File: config.mk
export PLATFORM = sky130hd
export DESIGN_NAME = quad_node_order_remap_flat
export DESIGN_NICKNAME = d
export VERILOG_FILES = /design/src/hdl/qnor_pkg.sv /design/src/hdl/qnor_in_if.sv /design/src/hdl/qnor_out_if.sv /design/src/hdl/qnor_walk.sv /design/src/hdl/quad_node_order_remap.sv /design/src/flat_wrapper.sv
export SDC_FILE = /design/constraint.sdc
export NUM_CORES = 1
export LEC_CHECK = 0
export BUFFER_PORTS_ARGS = -buffer_cell sky130_fd_sc_hd__clkbuf_2
export CAP_MARGIN = 15
export CORE_MARGIN = 4
export CORE_UTILIZATION = 63
export DETAILED_ROUTE_END_ITERATION = 10
export PLACE_DENSITY = 0.83
export SLEW_MARGIN = 10
export SYNTH_ARGS = -nofsm -noshare
export SYNTH_HDL_FRONTEND = slang
export SYNTH_SLANG_ARGS = --single-unit
File: constraint.sdc
create_clock -name clk_i -period 7.1 [get_ports clk_i]
set_input_delay 0.71 -clock clk_i [delete_from_list [all_inputs] [get_ports clk_i]]
set_output_delay 0.71 -clock clk_i [all_outputs]
set_load 0.005 [all_outputs]
File: src/hdl/qnor_pkg.sv
package qnor_pkg;

  localparam int unsigned MAX_ORDER = 15;

  localparam int unsigned ORDER_W  = 4;
  localparam int unsigned HANDLE_W = 16;
  localparam int unsigned SLOT_W   = 8;
  localparam int unsigned POS_W    = 4;
  localparam int unsigned CNT_W    = 8;
  localparam int unsigned NUM_SEG  = 6;

  // segments of one ring, in walk order
  typedef enum logic [2:0] {
    SEG_BOT_VTX    = 3'd0,
    SEG_TOP_VTX    = 3'd1,
    SEG_BOT_EDGE   = 3'd2,
    SEG_RIGHT_EDGE = 3'd3,
    SEG_TOP_EDGE   = 3'd4,
    SEG_LEFT_EDGE  = 3'd5,
    SEG_CENTER     = 3'd6
  } seg_e;

  typedef struct packed {
    logic [SLOT_W-1:0] slot;
    logic              last;
  } walk_res_t;

  typedef struct packed {
    logic [HANDLE_W-1:0] node_handle_out;
    logic [SLOT_W-1:0]   tensor_slot;
    logic                last_node;
  } node_res_t;

  // order zero counts as one; clamp to the supported maximum
  function automatic logic [ORDER_W-1:0] eff_order(input logic [ORDER_W-1:0] ord);
    logic [ORDER_W-1:0] n;
    n = ord;
    if (n == '0) begin
      n = ORDER_W'(1);
    end
    if (n > ORDER_W'(MAX_ORDER)) begin
      n = ORDER_W'(MAX_ORDER);
    end
    return n;
  endfunction

endpackage

File: src/hdl/qnor_in_if.sv
interface qnor_in_if;
  import qnor_pkg::*;

  logic                valid;
  logic                ready;
  logic [HANDLE_W-1:0] node_handle;

  modport source (output valid, output node_handle, input ready);
  modport sink   (input valid, input node_handle, output ready);

endinterface

File: src/hdl/qnor_out_if.sv
interface qnor_out_if;
  import qnor_pkg::*;

  logic                valid;
  logic                ready;
  logic [HANDLE_W-1:0] node_handle_out;
  logic [SLOT_W-1:0]   tensor_slot;
  logic                last_node;

  modport source (output valid, output node_handle_out, output tensor_slot,
                  output last_node, input ready);
  modport sink   (input valid, input node_handle_out, input tensor_slot,
                  input last_node, output ready);

endinterface

File: src/hdl/qnor_walk.sv
module qnor_walk
  import qnor_pkg::*;
(
  input  logic               clk_i,
  input  logic               rst_ni,
  input  logic               step_i,
  input  logic               cfg_we_i,
  input  logic [ORDER_W-1:0] cfg_wdata_i,
  output walk_res_t          res_o
);

  logic [ORDER_W-1:0] order_q, order_d;
  logic [ORDER_W-1:0] span_q, span_d;
  seg_e               sel_q, sel_d;
  logic [POS_W-1:0]   pos_q, pos_d;
  logic [SLOT_W-1:0]  start_q [NUM_SEG];
  logic [SLOT_W-1:0]  start_d [NUM_SEG];
  logic [CNT_W-1:0]   cnt_q, cnt_d;

  logic [ORDER_W-1:0] n;
  logic [ORDER_W:0]   side;
  logic [9:0]         sq;
  logic [SLOT_W-1:0]  sq_m1;
  logic [SLOT_W-1:0]  pk;
  logic [8:0]         pside;
  logic [SLOT_W-1:0]  slot;
  logic               last;

  logic [ORDER_W-1:0] rw_n;
  logic [ORDER_W:0]   rw_side;
  logic [9:0]         rw_sq;
  logic [SLOT_W-1:0]  rw_side8;
  logic [SLOT_W-1:0]  rw_start [NUM_SEG];

  logic [POS_W:0]     pos_inc;
  logic [POS_W:0]     cur_len;
  logic               nxt_found;
  seg_e               nxt_sel;
  logic [SLOT_W-1:0]  ring_step;
  logic [SLOT_W-1:0]  n8;

  function automatic logic [POS_W-1:0] seg_len(input seg_e s, input logic [ORDER_W-1:0] k);
    logic [POS_W-1:0] len;
    len = '0;
    case (s)
      SEG_BOT_VTX, SEG_TOP_VTX: len = POS_W'(2);
      SEG_BOT_EDGE, SEG_RIGHT_EDGE, SEG_TOP_EDGE, SEG_LEFT_EDGE:
        len = (k == '0) ? '0 : k - ORDER_W'(1);
      SEG_CENTER: len = (k == ORDER_W'(2)) ? POS_W'(1) : '0;
      default: len = '0;
    endcase
    return len;
  endfunction

  // geometry of the current element
  assign n     = eff_order(order_q);
  assign side  = {1'b0, n} + (ORDER_W+1)'(1);
  assign sq    = {5'b0, side} * {5'b0, side};
  assign sq_m1 = sq[SLOT_W-1:0] - SLOT_W'(1);
  assign pk    = {4'b0, pos_q} * {4'b0, span_q};
  assign pside = {5'b0, pos_q} * {4'b0, side};
  assign n8    = {4'b0, n};
  assign ring_step = n8 + SLOT_W'(2);

  always_comb begin
    case (sel_q)
      SEG_BOT_VTX:    slot = start_q[0] + pk;
      SEG_TOP_VTX:    slot = start_q[1] - pk;
      SEG_BOT_EDGE:   slot = start_q[2] + {4'b0, pos_q};
      SEG_RIGHT_EDGE: slot = start_q[3] + pside[SLOT_W-1:0];
      SEG_TOP_EDGE:   slot = start_q[4] - {4'b0, pos_q};
      SEG_LEFT_EDGE:  slot = start_q[5] - pside[SLOT_W-1:0];
      default:        slot = start_q[5] + SLOT_W'(1);
    endcase
  end

  assign last  = (cnt_q == sq_m1);
  assign res_o = '{slot: slot, last: last};

  // start positions of the outer ring, for the order in force after this cycle
  assign rw_n     = eff_order(cfg_we_i ? cfg_wdata_i : order_q);
  assign rw_side  = {1'b0, rw_n} + (ORDER_W+1)'(1);
  assign rw_sq    = {5'b0, rw_side} * {5'b0, rw_side};
  assign rw_side8 = {3'b0, rw_side};

  always_comb begin
    rw_start[0] = '0;
    rw_start[1] = rw_sq[SLOT_W-1:0] - SLOT_W'(1);
    rw_start[2] = SLOT_W'(1);
    rw_start[3] = (rw_side8 << 1) - SLOT_W'(1);
    rw_start[4] = rw_sq[SLOT_W-1:0] - SLOT_W'(2);
    rw_start[5] = rw_sq[SLOT_W-1:0] - (rw_side8 << 1);
  end

  // first non-empty segment after the current one
  assign pos_inc = {1'b0, pos_q} + (POS_W+1)'(1);
  assign cur_len = {1'b0, seg_len(sel_q, span_q)};

  always_comb begin
    nxt_found = 1'b0;
    nxt_sel   = SEG_BOT_VTX;
    for (int i = 6; i >= 1; i--) begin
      if (3'(i) > sel_q && seg_len(seg_e'(3'(i)), span_q) != '0) begin
        nxt_found = 1'b1;
        nxt_sel   = seg_e'(3'(i));
      end
    end
  end

  always_comb begin
    order_d = order_q;
    span_d  = span_q;
    sel_d   = sel_q;
    pos_d   = pos_q;
    cnt_d   = cnt_q;
    for (int s = 0; s < NUM_SEG; s++) begin
      start_d[s] = start_q[s];
    end

    if (cfg_we_i || (step_i && last)) begin
      if (cfg_we_i) begin
        order_d = cfg_wdata_i;
      end
      span_d = rw_n;
      sel_d  = SEG_BOT_VTX;
      pos_d  = '0;
      cnt_d  = '0;
      for (int s = 0; s < NUM_SEG; s++) begin
        start_d[s] = rw_start[s];
      end
    end else if (step_i) begin
      cnt_d = cnt_q + CNT_W'(1);
      if (pos_inc < cur_len) begin
        pos_d = pos_inc[POS_W-1:0];
      end else begin
        pos_d = '0;
        if (nxt_found) begin
          sel_d = nxt_sel;
        end else if (span_q < ORDER_W'(3)) begin
          // walk overrun: back to the outer ring
          span_d = rw_n;
          sel_d  = SEG_BOT_VTX;
          cnt_d  = '0;
          for (int s = 0; s < NUM_SEG; s++) begin
            start_d[s] = rw_start[s];
          end
        end else begin
          // step to the next inner ring
          span_d     = span_q - ORDER_W'(2);
          sel_d      = SEG_BOT_VTX;
          start_d[0] = start_q[0] + ring_step;
          start_d[1] = start_q[1] - ring_step;
          start_d[2] = start_q[0] + ring_step + SLOT_W'(1);
          start_d[3] = start_q[3] + n8;
          start_d[4] = start_q[1] - ring_step - SLOT_W'(1);
          start_d[5] = start_q[5] - n8;
        end
      end
    end
  end

  always_ff @(posedge clk_i or negedge rst_ni) begin
    if (!rst_ni) begin
      order_q    <= ORDER_W'(1);
      span_q     <= ORDER_W'(1);
      sel_q      <= SEG_BOT_VTX;
      pos_q      <= '0;
      cnt_q      <= '0;
      start_q[0] <= SLOT_W'(0);
      start_q[1] <= SLOT_W'(3);
      start_q[2] <= SLOT_W'(1);
      start_q[3] <= SLOT_W'(3);
      start_q[4] <= SLOT_W'(2);
      start_q[5] <= SLOT_W'(0);
    end else begin
      order_q <= order_d;
      span_q  <= span_d;
      sel_q   <= sel_d;
      pos_q   <= pos_d;
      cnt_q   <= cnt_d;
      for (int s = 0; s < NUM_SEG; s++) begin
        start_q[s] <= start_d[s];
      end
    end
  end

endmodule

File: src/hdl/quad_node_order_remap.sv
// An accepted word goes to the output register, or to the skid under a stall.
// Throughput: one node per cycle; the walk position register updates once per
// accepted node. Under an output stall a two-word stage takes one more word,
// then input closes until the held word is taken.
// Reset: order 1, walk at the start of the outer ring, output stage empty.
// A write to the order register rewinds the walk to a new element.
module quad_node_order_remap
  import qnor_pkg::*;
(
  input  logic               clk_i,
  input  logic               rst_ni,
  qnor_in_if.sink            node_i,
  qnor_out_if.source         result_o,
  input  logic               cfg_we_i,
  input  logic [ORDER_W-1:0] cfg_wdata_i
);

  walk_res_t walk_res;
  node_res_t new_word;
  node_res_t main_q, main_d;
  node_res_t skid_q, skid_d;
  logic      main_v_q, main_v_d;
  logic      skid_v_q, skid_v_d;
  logic      accept;
  logic      take;

  assign node_i.ready = !skid_v_q;
  assign accept       = node_i.valid && !skid_v_q;
  assign take         = main_v_q && result_o.ready;

  qnor_walk u_walk (
    .clk_i       (clk_i),
    .rst_ni      (rst_ni),
    .step_i      (accept),
    .cfg_we_i    (cfg_we_i),
    .cfg_wdata_i (cfg_wdata_i),
    .res_o       (walk_res)
  );

  assign new_word = '{node_handle_out: node_i.node_handle,
                      tensor_slot:     walk_res.slot,
                      last_node:       walk_res.last};

  always_comb begin
    main_d   = main_q;
    skid_d   = skid_q;
    main_v_d = main_v_q;
    skid_v_d = skid_v_q;
    if (skid_v_q) begin
      if (take) begin
        main_d   = skid_q;
        skid_v_d = 1'b0;
      end
    end else if (accept) begin
      if (!main_v_q || take) begin
        main_d   = new_word;
        main_v_d = 1'b1;
      end else begin
        // hold the new word aside while the output stalls
        skid_d   = new_word;
        skid_v_d = 1'b1;
      end
    end else if (take) begin
      main_v_d = 1'b0;
    end
  end

  always_ff @(posedge clk_i or negedge rst_ni) begin
    if (!rst_ni) begin
      main_v_q <= 1'b0;
      skid_v_q <= 1'b0;
    end else begin
      main_v_q <= main_v_d;
      skid_v_q <= skid_v_d;
    end
  end

  always_ff @(posedge clk_i) begin
    main_q <= main_d;
    skid_q <= skid_d;
  end

  assign result_o.valid           = main_v_q;
  assign result_o.node_handle_out = main_q.node_handle_out;
  assign result_o.tensor_slot     = main_q.tensor_slot;
  assign result_o.last_node       = main_q.last_node;

endmodule

File: src/flat_wrapper.sv
// flat-port wrapper written by rule: the top's interface ports become plain ports
module quad_node_order_remap_flat import qnor_pkg::*;
  (clk_i, rst_ni, cfg_we_i, cfg_wdata_i, node_i_valid, node_i_node_handle, node_i_ready, result_o_valid, result_o_node_handle_out, result_o_tensor_slot, result_o_last_node, result_o_ready);
  qnor_in_if node_i_i ();
  qnor_out_if result_o_i ();
  input  logic clk_i;
  input  logic rst_ni;
  input  logic cfg_we_i;
  input  logic [ORDER_W-1:0] cfg_wdata_i;
  input wire logic [$bits(node_i_i.valid)-1:0] node_i_valid;
  input wire logic [$bits(node_i_i.node_handle)-1:0] node_i_node_handle;
  output wire logic [$bits(node_i_i.ready)-1:0] node_i_ready;
  output wire logic [$bits(result_o_i.valid)-1:0] result_o_valid;
  output wire logic [$bits(result_o_i.node_handle_out)-1:0] result_o_node_handle_out;
  output wire logic [$bits(result_o_i.tensor_slot)-1:0] result_o_tensor_slot;
  output wire logic [$bits(result_o_i.last_node)-1:0] result_o_last_node;
  input wire logic [$bits(result_o_i.ready)-1:0] result_o_ready;
  assign node_i_i.valid = node_i_valid;
  assign node_i_i.node_handle = node_i_node_handle;
  assign node_i_ready = node_i_i.ready;
  assign result_o_valid = result_o_i.valid;
  assign result_o_node_handle_out = result_o_i.node_handle_out;
  assign result_o_tensor_slot = result_o_i.tensor_slot;
  assign result_o_last_node = result_o_i.last_node;
  assign result_o_i.ready = result_o_ready;
  quad_node_order_remap u_core (.clk_i(clk_i), .rst_ni(rst_ni), .node_i(node_i_i), .result_o(result_o_i), .cfg_we_i(cfg_we_i), .cfg_wdata_i(cfg_wdata_i));
endmodule
# Word-level counts from Yosys, hierarchy flattened
# Cells that the tools add are included.
# word_totals
output_inout_bits	27
register_bits	123
in_bits	25
elab_cells	155
# op_classes
n_mul	4
eq_ne	12
n_mux	54
reduce_logical	29
bitwise	2
addsub	25
order_cmp	10
# op_table
operator	n
$mux 48	5
$mux 25	4
$mux 4	14
$pmux 8 s6	1
$mux 8	5
$mux 3	10
$add 8x1->8 const B	3
$sub 8x1->8 const B	3
$add 8x4->8	2
$add 8x8->8	2
$mul 5x5->8	2
$sub 8x4->8	2
$sub 8x8->8	2
$add 4x1->5 const B	3
$mux 1	14
$logic_not 4->1	3
$pmux 4 s3	1
$reduce_and 3->1	4
$eq 3x3->1 const B	3
$gt 3x3->1 const A	3
$add 8x5->8	1
$eq 8x8->1	1
$gt 4x4->1 const B	2
$logic_and 1x1->1	8
other kinds (27)	38

# Logic depth before layout (Yosys ltp)
# logic_depth
ltp_word	14
mapped_depth	24

# By module
# From an unflattened synthesis, not the netlist that was laid out.
# unflattened
hier_cells	1137
hier_area_um2	10846.7
# modules_own_cells
mod	n_inst	seq_area_each_um2	cells_each	area_each_um2
qnor_walk	1	1786.7	1046	8807.2
quad_node_order_remap	1	1551.5	91	2039.5

# Worst setup path before layout
# OpenSTA, ideal clock, no wires.
# synth_timing
path_type	input to register
start	input port cfg_we_i
end	register u_core.u_walk.start_q[7] in the netlist's numbering
t_arrival_ps	5057
slack_ps	1917
cell_stages	18
path_buffers	2
path_cell_list	buf_2 > mux2i_1 > a31o_2 > ha_1 > inv_1 > nand2b_1 > fa_1 > fa_1 > inv_1 > ha_1 > clkbuf_1 > ha_1 > xor2_1 > inv_1 > ha_1 > a211oi_1 > xor2_1 > a221o_1
# synth_via
elab_chain_len	13
word_cells_on_any_way	18
classes_between	add/sub (2); mul (1); order compare (1); eq/ne (2); mux (8); reduce/logical (4)
# synth_lines
element	line_no	source
from (decl)	flat_wrapper.sv:8	input logic cfg_we_i;
$mux 4	-	
$logic_not 4->1	qnor_pkg.sv:38	if (n == '0) begin
$mux 4	qnor_pkg.sv:38	
$gt 4x4->1	qnor_pkg.sv:41	if (n > ORDER_W'(MAX_ORDER)) begin
$mux 4	qnor_pkg.sv:41	
$add 4x1->5	qnor_walk.sv:82	assign rw_side = {1'b0, rw_n} + (ORDER_W+1)'(1);
$mul 5x5->8	qnor_walk.sv:83	assign rw_sq = {5'b0, rw_side} * {5'b0, rw_side};
$sub 8x6->8	qnor_walk.sv:92	rw_start[5] = rw_sq[SLOT_W-1:0] - (rw_side8 << 1);
$mux 48	qnor_walk.sv:139	end else if (span_q < ORDER_W'(3)) begin
$mux 48	qnor_walk.sv:137	if (nxt_found) begin
$mux 48	qnor_walk.sv:133	if (pos_inc < cur_len) begin
$mux 48	qnor_walk.sv:131	end else if (step_i) begin
$mux 48	qnor_walk.sv:120	if (cfg_we_i || (step_i && last)) begin
to (signal, indexed assignment)	qnor_walk.sv:182	start_q[s] <= start_d[s];
to (decl)	qnor_walk.sv:16	logic [SLOT_W-1:0] start_q [NUM_SEG];
# Parallel ways exist; a longest one is shown, timed or not. The select of a mux whose other input is x is not followed.
# A chain may end at the register's enable or synchronous reset.

# Worst setup path in the final report
# layout_timing
start	register u_core.u_walk.order_q[1]
end	register u_core.u_walk.start_q[6] in the netlist's numbering
# layout_via
elab_chain_len	13
word_cells_on_any_way	28
classes_between	add/sub (5); mul (2); order compare (2); eq/ne (3); mux (10); reduce/logical (6)
# layout_lines
element	line_no	source
from (decl)	qnor_walk.sv:12	logic [ORDER_W-1:0] order_q, order_d;
from (signal assigned)	qnor_walk.sv:176	order_q <= order_d;
$mux 4	-	
$logic_not 4->1	qnor_pkg.sv:38	
$mux 4	qnor_pkg.sv:38	
$gt 4x4->1	qnor_pkg.sv:41	
$mux 4	qnor_pkg.sv:41	
$add 4x1->5	qnor_walk.sv:82	
$mul 5x5->8	qnor_walk.sv:83	
$sub 8x6->8	qnor_walk.sv:92	
$mux 48	qnor_walk.sv:139	
$mux 48	qnor_walk.sv:137	
$mux 48	qnor_walk.sv:133	
$mux 48	qnor_walk.sv:131	
$mux 48	qnor_walk.sv:120	
# Parallel ways exist; a longest one is shown, timed or not. The select of a mux whose other input is x is not followed.

==> flow_metrics.tcl <==
set metrics [dict create \
    htree_num_levels 4 \
    ff_latch_area_um2 3338 \
    ys_seq_area_frac 0.3155 \
    routedWlPerCell_um 19.57 \
    ys_warn_count 0 \
    totalWireLength_mm 27.77 \
    synth_area_leaders "dfrtp_1 15%, edfxtp_1 14%, ha_1 13%, xnor2_1 5.4%, fa_1 4.9%" \
    crit_path_max_incr_delay_ns 0.86 \
    synthTopCellsByCount "110 x ha_1, 103 x nor2_1, 91 x nand2_1, 87 x inv_1, 73 x a21oi_1" \
    setup_violations 0 \
    antenna_found_initial 0 \
    fin_util 0.7018 \
    grt_usage 0.3030 \
    dieArea_um2 18930 \
    finalHoldViolations 0 \
    crit_arrival_ns 6.54 \
    synth.ff_latch_count 123 \
    slew-limit-headroom 0.2222 \
    syn-instance-count 1145 \
    ys.flop_type "dfrtp_1" \
    clock_skew_ns 0.01155 \
    crit_type "reg2reg" \
    setup_tns_ns 0 \
    place_congestion 0.9752 \
    cp_cell_sequence "nor3_2, nor2_1, inv_1, nand2_1, xnor2_1, nand2b_1, fa_1, inv_1, a21oi_1, fa_1, inv_1, ha_1, nand2b_1, a21oi_1, xnor2_1, a22oi_2, o21ai_2, buf_4, nor2_1, o21ai_0, o221a_2" \
    status "complete, no violations" \
    crit_slowest_cell "nor2_1" \
    core_area_um2 16520 \
    holdWs_ns 0.3901 \
    cts_root_buf "clkbuf_16" \
    drive_gt1_frac 0.1251 \
    holdBufCountCts 0 \
    cts_max_path_buffers 2 \
    fin_area_um2 11600 \
    hold_class "in2async" \
    area_delta_synth_final_pct 9.615 \
    rows 47 \
    cts_resized 0 \
    port_buffers 51 \
    clk_latency_ns 0.44 \
    cp-end-kind "register" \
    multi_input_area_um2 6739 \
    viasPerCell 6.285 \
    place_area_um2 10990 \
    fin_ws_ns 0.8835 \
    die_h_um 137.6 \
    power_leakage_nw 5.265 \
    synthDistinctLibCells 86 \
    clock-sinks 123 \
    insertedDiodeCount 0 \
    die-width_um 137.6 \
    gr-total-overflow 0 \
    power_density_nw_per_um2 328.2 \
    grt_pass1_wl_mm 43.96 \
    required_ns 7.42 \
    grt_max_degree 74 \
    synth_area_um2 10580 \
    fillers 1228 \
    dr_total_vias 8918 \
    yosysMostFrequentCell "ha_1" \
    synth_top_area_frac 0.1537 \
    pre_cts_ws_ns 1.155 \
    detailed_place_hpwl_mm 20.30 \
    clock.fmax_ghz 0.1609 \
    cap_violations 0 \
    cts_buffers 17 \
    ir_worst_vdd_uv 213.4 \
    min_period_over_period 0.8756 \
    grt_pass1_vias 8617 \
    tightest_slew_ns 1.167 \
    crit_path_max_fanout 22 \
    path_clk_slew_ns 0.07 \
    ant_nets 0 \
    ys_async_sr_fraction 0.5935 \
    dr.pass1.iters 7 \
    fin_nets 1347 \
    drc 0 \
    drt-initial-drc-count 855 \
    rsz0062_at_grt "no" \
    synth_edf_count 50 \
    syn_area_per_cell_um2 9.240 \
    cts_tree "built" \
    timing.final.max_slew_violations 0 \
    cp-start-kind "register" \
    synth_top_area_cell "dfrtp_1" \
    start_util 0.6403 \
    min_period_ns 6.217 \
    postCtsSetupRepairBufs 0 \
    path_common_cell "inv_1" \
    io_pins 52 \
]
-- sequential cells by signal (all words and copies together) (netlist names) --
name,flops
u_core.u_walk.sel_q,3
u_core.result_o.valid,1
u_core.u_walk.span_q,4
u_core.u_walk.order_q,4
u_core.result_o.node_handle_out,16
u_core.u_walk.start_q,48
u_core.u_walk.pos_q,4
u_core.result_o.last_node,1
u_core.u_walk.cnt_q,8
u_core.skid_v_q,1
u_core.skid_q,25
u_core.result_o.tensor_slot,8
-- final timing paths --
check	end	cells past startpoint	start	slack, ns
max	u_core.u_walk.start_q[6]$_DFFE_PN0P_	21	u_core.u_walk.order_q[1]$_DFFE_PN0P_	0.88
min	u_core.u_walk.pos_q[0]$_DFFE_PN0P_	1	rst_ni	0.39
max reg2reg	u_core.u_walk.start_q[6]$_DFFE_PN0P_	21	u_core.u_walk.order_q[1]$_DFFE_PN0P_	0.88
min reg2reg	u_core.u_walk.start_q[27]$_DFFE_PN0P_	2	u_core.u_walk.start_q[27]$_DFFE_PN0P_	0.48
max in group asynchronous	u_core.u_walk.start_q[28]$_DFFE_PN0P_	1	rst_ni	6.04
min in group clk_i	u_core.skid_q[21]$_DFFE_PP_	1	node_i_node_handle[12]	0.46
-- layout by cell type, fill, tap and decap left out, drive strengths merged, types with 7 or more instances in the layout --
master	synthesis	layout
inv	89	98
nand4	7	7
nor3	28	28
and3	14	14
fa	26	26
nand2b	18	18
mux2	30	30
nand2	91	91
xnor2	65	65
mux2i	8	8
dfstp	8	8
a21o	16	16
dfrtp	65	65
a221o	9	9
o21a	9	9
nor2	104	104
o21ai	70	70
nand3	23	23
xor2	32	32
and2	17	17
edfxtp	50	50
clkbuf	27	67
a21oi	74	74
nor2b	20	20
ha	110	110
a22oi	7	7
a211oi	8	8
conb	2	8
buf	14	7
-- final cells by class --
cell class | instances | share of cell area
clock inverter | 15 | 0.01543
clock buffer | 17 | 0.03668
sequential | 123 | 0.2878
inverter | 90 | 0.02913
multi-input combinational | 897 | 0.5811
tap | 220 | 0.02373
timing repair buffer | 57 | 0.02611
-- worst max-delay path: cells and delay by family (launching register included) --
kind | cells | cell delay, ns
and+or+nand+nor | 6 | 1.88
AOI/OAI and AO/OA | 6 | 1.23
adders and majority gates | 3 | 1.16
buffers and inverters | 4 | 0.65
xor gates and xnor gates | 2 | 0.58
DFF | 1 | 0.59
-- per-layer routing --
| layer | global-route usage | wire length (um) | share of wire |
|---|---|---|---|
| met5 | 0 | 0 | 0 |
| met4 | 0.1391 | 1093 | 0.039 |
| met3 | 0.05186 | 2236 | 0.081 |
| met2 | 0.4878 | 12920 | 0.47 |
| met1 | 0.4000 | 11520 | 0.41 |
-- cell families (layout without fill, tap and decap cells) --
logic type / count (synthesis) / in the layout / share of synthesized area
AO/OA/AOI/OAI: 261 / 261 / 0.1634
XOR/XNOR: 101 / 101 / 0.08893
adder cells (fa/ha/maj): 138 / 138 / 0.1812
buffers and inverters: 131 / 179 / 0.05073
flip-flops: 123 / 123 / 0.3155
multiplexers: 38 / 38 / 0.03950
other: 2 / 8 / 0.0007098
AND/OR/NAND/NOR: 351 / 351 / 0.1600
-- report_power, final --
part           switching, mW  leakage, nW  internal (mW)
combinational           1.00         3.58          0.745
clock                  0.370        0.297          0.531
sequential             0.212         1.39          0.949
-- through the flow --
stage / std cells / power [mW]
global placement: 1387 / 2.787
floorplan: 1151 / 2.385
detailed placement: 1387 / 2.852
finish: 1419 / 3.807
global route: 1419 / 4.041
CTS: 1419 / 3.783
Note: power is estimated with default switching activity, not from simulation.
